===== src/rtl/bfq_pkg.sv =====
package bfq_pkg;

  localparam int MaxBitsDef   = 65536;
  localparam int HashCountDef = 7;
  localparam int CfgW         = 17;
  localparam int KeyW         = 32;
  localparam int CfgMaxVal    = 131071;

  typedef enum logic [4:0] {
    ST_CLEAR, ST_IDLE, ST_CONV, ST_NORM, ST_SEED, ST_FEED,
    ST_MIX1, ST_MIX2, ST_MIX3, ST_TMIX1, ST_TMIX2, ST_TMIX3,
    ST_FIN1, ST_FIN2, ST_FIN3, ST_DIV, ST_MEMA, ST_MEMB, ST_DONE
  } bfq_state_e;

  typedef enum logic [4:0] {
    OP_NONE, OP_CLEAR, OP_LOAD, OP_CONV, OP_NORM, OP_SEED, OP_FEED,
    OP_K1, OP_K2, OP_HBLK, OP_HTAIL, OP_FIN1, OP_FIN2, OP_FIN3,
    OP_DIV, OP_MEMA, OP_MEMB, OP_OUT
  } bfq_op_e;

  typedef struct packed {
    bfq_op_e op;
    logic    in_ready;
  } bfq_cmd_t;

  typedef struct packed {
    logic clr_done;
    logic conv_done;
    logic norm_done;
    logic nb_full;
    logic feed_last;
    logic text_done;
    logic div_done;
    logic last_seed;
    logic is_query;
    logic out_busy;
  } bfq_sts_t;

endpackage


===== src/rtl/bfq_ctrl.sv =====
module bfq_ctrl import bfq_pkg::*; (
  input  logic     clk_i,
  input  logic     rst_ni,
  input  logic     in_valid_i,
  input  bfq_sts_t sts_i,
  output bfq_cmd_t cmd_o
);

  bfq_state_e state_q, state_d;

  always_ff @(posedge clk_i or negedge rst_ni) begin
    if (!rst_ni) begin
      state_q <= ST_CLEAR;
    end else begin
      state_q <= state_d;
    end
  end

  always_comb begin
    state_d = state_q;
    unique case (state_q)
      ST_CLEAR: if (sts_i.clr_done) state_d = ST_IDLE;
      ST_IDLE:  if (in_valid_i) state_d = ST_CONV;
      ST_CONV:  if (sts_i.conv_done) state_d = ST_NORM;
      ST_NORM:  if (sts_i.norm_done) state_d = ST_SEED;
      ST_SEED:  state_d = ST_FEED;
      ST_FEED: begin
        if (sts_i.nb_full) begin
          state_d = ST_MIX1;
        end else if (sts_i.feed_last) begin
          state_d = ST_TMIX1;
        end
      end
      ST_MIX1:  state_d = ST_MIX2;
      ST_MIX2:  state_d = ST_MIX3;
      ST_MIX3:  state_d = sts_i.text_done ? ST_FIN1 : ST_FEED;
      ST_TMIX1: state_d = ST_TMIX2;
      ST_TMIX2: state_d = ST_TMIX3;
      ST_TMIX3: state_d = ST_FIN1;
      ST_FIN1:  state_d = ST_FIN2;
      ST_FIN2:  state_d = ST_FIN3;
      ST_FIN3:  state_d = ST_DIV;
      ST_DIV:   if (sts_i.div_done) state_d = ST_MEMA;
      ST_MEMA: begin
        if (sts_i.is_query) begin
          state_d = ST_MEMB;
        end else begin
          state_d = sts_i.last_seed ? ST_DONE : ST_SEED;
        end
      end
      ST_MEMB:  state_d = sts_i.last_seed ? ST_DONE : ST_SEED;
      ST_DONE:  if (!sts_i.out_busy) state_d = ST_IDLE;
      default:  state_d = ST_CLEAR;
    endcase
  end

  always_comb begin
    cmd_o.in_ready = 1'b0;
    cmd_o.op       = OP_NONE;
    unique case (state_q)
      ST_CLEAR: cmd_o.op = OP_CLEAR;
      ST_IDLE: begin
        cmd_o.in_ready = 1'b1;
        cmd_o.op       = in_valid_i ? OP_LOAD : OP_NONE;
      end
      ST_CONV:  cmd_o.op = OP_CONV;
      ST_NORM:  cmd_o.op = OP_NORM;
      ST_SEED:  cmd_o.op = OP_SEED;
      ST_FEED:  cmd_o.op = OP_FEED;
      ST_MIX1, ST_TMIX1: cmd_o.op = OP_K1;
      ST_MIX2, ST_TMIX2: cmd_o.op = OP_K2;
      ST_MIX3:  cmd_o.op = OP_HBLK;
      ST_TMIX3: cmd_o.op = OP_HTAIL;
      ST_FIN1:  cmd_o.op = OP_FIN1;
      ST_FIN2:  cmd_o.op = OP_FIN2;
      ST_FIN3:  cmd_o.op = OP_FIN3;
      ST_DIV:   cmd_o.op = OP_DIV;
      ST_MEMA:  cmd_o.op = OP_MEMA;
      ST_MEMB:  cmd_o.op = OP_MEMB;
      ST_DONE:  cmd_o.op = sts_i.out_busy ? OP_NONE : OP_OUT;
      default:  cmd_o.op = OP_NONE;
    endcase
  end

endmodule


===== config.mk =====
export PLATFORM = sky130hd
export DESIGN_NAME = bfq_ctrl
export DESIGN_NICKNAME = d
export VERILOG_FILES = /design/src/rtl/bfq_pkg.sv /design/src/rtl/bfq_ctrl.sv
export SDC_FILE = /design/constraint.sdc
export NUM_CORES = 1
export LEC_CHECK = 0
export BUFFER_PORTS_ARGS = -buffer_cell sky130_fd_sc_hd__buf_2
export CAP_MARGIN = 40
export CORE_MARGIN = 5
export CORE_UTILIZATION = 54
export DETAILED_ROUTE_END_ITERATION = 6
export GPL_ROUTABILITY_DRIVEN = 0
export GPL_TIMING_DRIVEN = 0
export HOLD_SLACK_MARGIN = 0.02
export PLACE_DENSITY = 0.91
export SLEW_MARGIN = 25
export SYNTH_ARGS = -nofsm -noshare
export SYNTH_HDL_FRONTEND = slang
export SYNTH_SLANG_ARGS = --single-unit

===== constraint.sdc =====
create_clock -name clk_i -period 4.5 [get_ports clk_i]
set_input_delay 0 -clock clk_i [delete_from_list [all_inputs] [get_ports clk_i]]
set_output_delay 0 -clock clk_i [all_outputs]
set_load 0.005 [all_outputs]

==> metrics.cfg <==
[critical_path]
worst_ep_required_time_ns=4.50
r2r-end=state_q[2]
regToRegStartpoint=state_q[1]
setup.worst_path.end_class=output port
critPathLaunchType=register
setup.worst_path.class=reg -> out
cell_count_of_the_worst_reg_to_reg_path=5
cp_data_arrival_time_ns=1.87
critical_path.max_fanout=10
regToRegSetupSlack_ns=2.69

[timing]
worst-slew-pin-transition_ns=0.468
clock_skew_ns=0.0000480
timing.final.hold_violations=0
finalCriticalPeriod_ns=1.87
slew-limit-headroom_pct=68.7
final.period_utilization_pct=41.5
rsz_0062_raised_after_global_routing=no
achievable-frequency_mhz=536
slew_violations=0
timing.final.setup_violations=0
tns_ns=0

[clocking]
cts-htree-levels=1
cts_hold_buf=1
post_cts.resized_instances=0
clk_pin_slew_worst_paths_ns=0.04
clock_sink_count=5
numCtsBuffers=3
tritoncts=done
post-cts-setup-buffers=0
clock_insertion_delay_worst_skew_ns=0.24
cts_root_buf=clkbuf_4
max-clock-path-buffers=2

[synth]
yosysWarnings=0
synth.net_count=109
synth_seq_area_share_pct=17.8
synth.ff_latch_count=5
syn-instance-count=96
synthesis.area_per_instance_um2=7.31
synth_cell_type_count=35
netlist_area_um2=702

[routing]
detail_route.vias_per_cell=6.22
routed_wire_length_per_instance_um=14.3
drtPass1Iterations=4
drc_errors=0
wl_mm=1.91
number_of_drc_markers_in_iteration_0=49
dr_total_vias=834
detail-route-antenna-nets=0

[power_and_ir_drop]
peakVddDrop_v=0.000407
powerDensity_nw_per_um2=591
power.leakage_nw=0.386

[floorplan]
die_height_um=46.1
start_util_pct=55.3
chipWidth_um=46.1
dieArea_um2=2120
row_count=13
core_area_um2=1270
top_level_ports=19

[finish]
drive_gt1_share_pct=28.6
count_of_fill_cells_added_during_filler_insertion=118
area_delta_synth_final_pct=20.7
top_regs=state_q x5
layout.nets=133
largest_register_ffs=5
regMostFlops=state_q
antenna-diode-count=0
post_layout_instance_area_um2=847

[global_route]
grt_overflow=0
via_count_of_the_first_global_routing_pass=773
grtUsageTotal_pct=21.9
grt_max_degree=11
grt_antenna_before_repair=0
grt_first_pass_wirelength_mm=3.41

[placed_design]
detailed_place_hpwl_mm=1.46
io_buffers=18
placed_cell_area_um2=811

[job]
cap_violations=0

[min_path]
worstHoldPathType=in -> async

[run_status]
status=completed

==> cells in the final DEF (no fill, tap or decap), types with 2 or more instances in the layout <==
cell	n
buf_2	21
o21ai_0	6
mux2_1	2
a21oi_1	7
clkbuf_4	3
or2_2	2
o221ai_1	2
nand2b_1	7
nand3b_1	2
o32ai_1	2
clkbuf_1	5
inv_1	4
nor4_1	2
nor2_1	12
a21o_1	2
a211oi_1	2
nor3_1	2
a211o_1	2
nor2b_1	2
buf_4	2
dfrtp_1	5
nand2_1	9
nor4_2	2
==> worst max-delay path by stage <==
stage / from / endpoint / slack [ns] / cells after the start
2_1_floorplan: state_q[1] / state_q[0] / 2.83 / 4
3_3_place_gp: state_q[4] / state_q[0] / 2.74 / 5
3_5_place_dp: state_q[4] / state_q[0] / 2.69 / 5
4_1_cts: state_q[1] / cmd_o[2] / 2.65 / 6
5_1_grt: state_q[1] / cmd_o[3] / 2.45 / 6
6_report: state_q[1] / cmd_o[2] / 2.63 / 6
==> worst max-delay path: stages (launching register included) <==
cell,delay [ns]
dfrtp_1,0.41
clkbuf_1,0.35
buf_2,0.29
a211oi_1,0.10
a211o_1,0.26
o21ai_0,0.07
buf_2,0.14
==> layout make-up <==
cell class,instances,area [um^2],area share (%)
timing repair buffer,19,100,11.8
buffer,9,45.0,5.32
sequential,5,125,14.8
tap,15,18.8,2.22
multi-input combinational,78,517,61.0
clock buffer,4,26.3,3.10
inverter,4,15.0,1.77
==> synthesized netlist by cell type <==
library cell,count,area share (%)
nor2_1,12,6.4
nand2_1,9,4.8
a21oi_1,7,5.0
nand2b_1,7,6.2
o21ai_0,6,4.3
dfrtp_1,5,18
clkbuf_1,4,2.1
inv_1,4,2.1
buf_2,3,2.1
a211o_1,2,2.5
a211oi_1,2,2.1
a21o_1,2,2.1
buf_4,2,2.1
mux2_1,2,3.2
nand3b_1,2,2.1
nor2b_1,2,1.8
nor3_1,2,1.4
nor4_1,2,1.8
nor4_2,2,3.6
o221ai_1,2,2.5
o32ai_1,2,2.5
or2_2,2,1.8
a2111oi_0,1,1.2
a2bb2oi_1,1,1.2
a31oi_1,1,0.89
a32oi_1,1,1.2
and3b_1,1,1.2
mux4_2,1,3.2
nand2b_2,1,1.2
nand3_1,1,0.71
nor4_4,1,3.0
nor4b_2,1,2.1
o22ai_1,1,0.89
o32a_1,1,1.4
or3_1,1,0.89
==> power breakdown <==
part / internal (W) / leakage, nW / total [W] / switching [W]
logic: 0.000171 / 0.306 / 0.000374 / 0.000203
clock network: 0.0000335 / 0.0150 / 0.0000512 / 0.0000177
registers: 0.0000610 / 0.0647 / 0.0000752 / 0.0000142
==> layer usage <==
| layer | up-vias | GRT usage, % | routed length (um) |
|---|---|---|---|
| met2 | 47 | 33.8 | 919 |
| met1 | 382 | 30.8 | 767 |
| met3 | 3 | 2.34 | 198 |
| met5 | - | 0 | 0 |
| li1 | 402 | - | - |
| met4 | 0 | 9.09 | 28 |
==> per-stage QoR <==
step / hold slack, ns / util, % / setup WS, ns / instances / power (W)
final: 0.103 / 66.8 / 2.63 / 134 / 0.000501
after global routing: 0.108 / 66.8 / 2.45 / 134 / 0.000554
after CTS: 0.0976 / 66.8 / 2.65 / 134 / 0.000500
after detailed placement: -0.184 / 63.9 / 2.69 / 129 / 0.000444
after global placement: -0.189 / 63.9 / 2.74 / 129 / 0.000435
after floorplan: -0.296 / - / 2.83 / 96 / 0.000353
==> cells by family after synthesis <==
kind of cell	Yosys count	share of synthesized area, %
simple gates	46	39.2
buf+inv	13	8.55
mux	3	6.42
compound gates	29	28.0
flops	5	17.8
(Power assumes the default switching activity.)
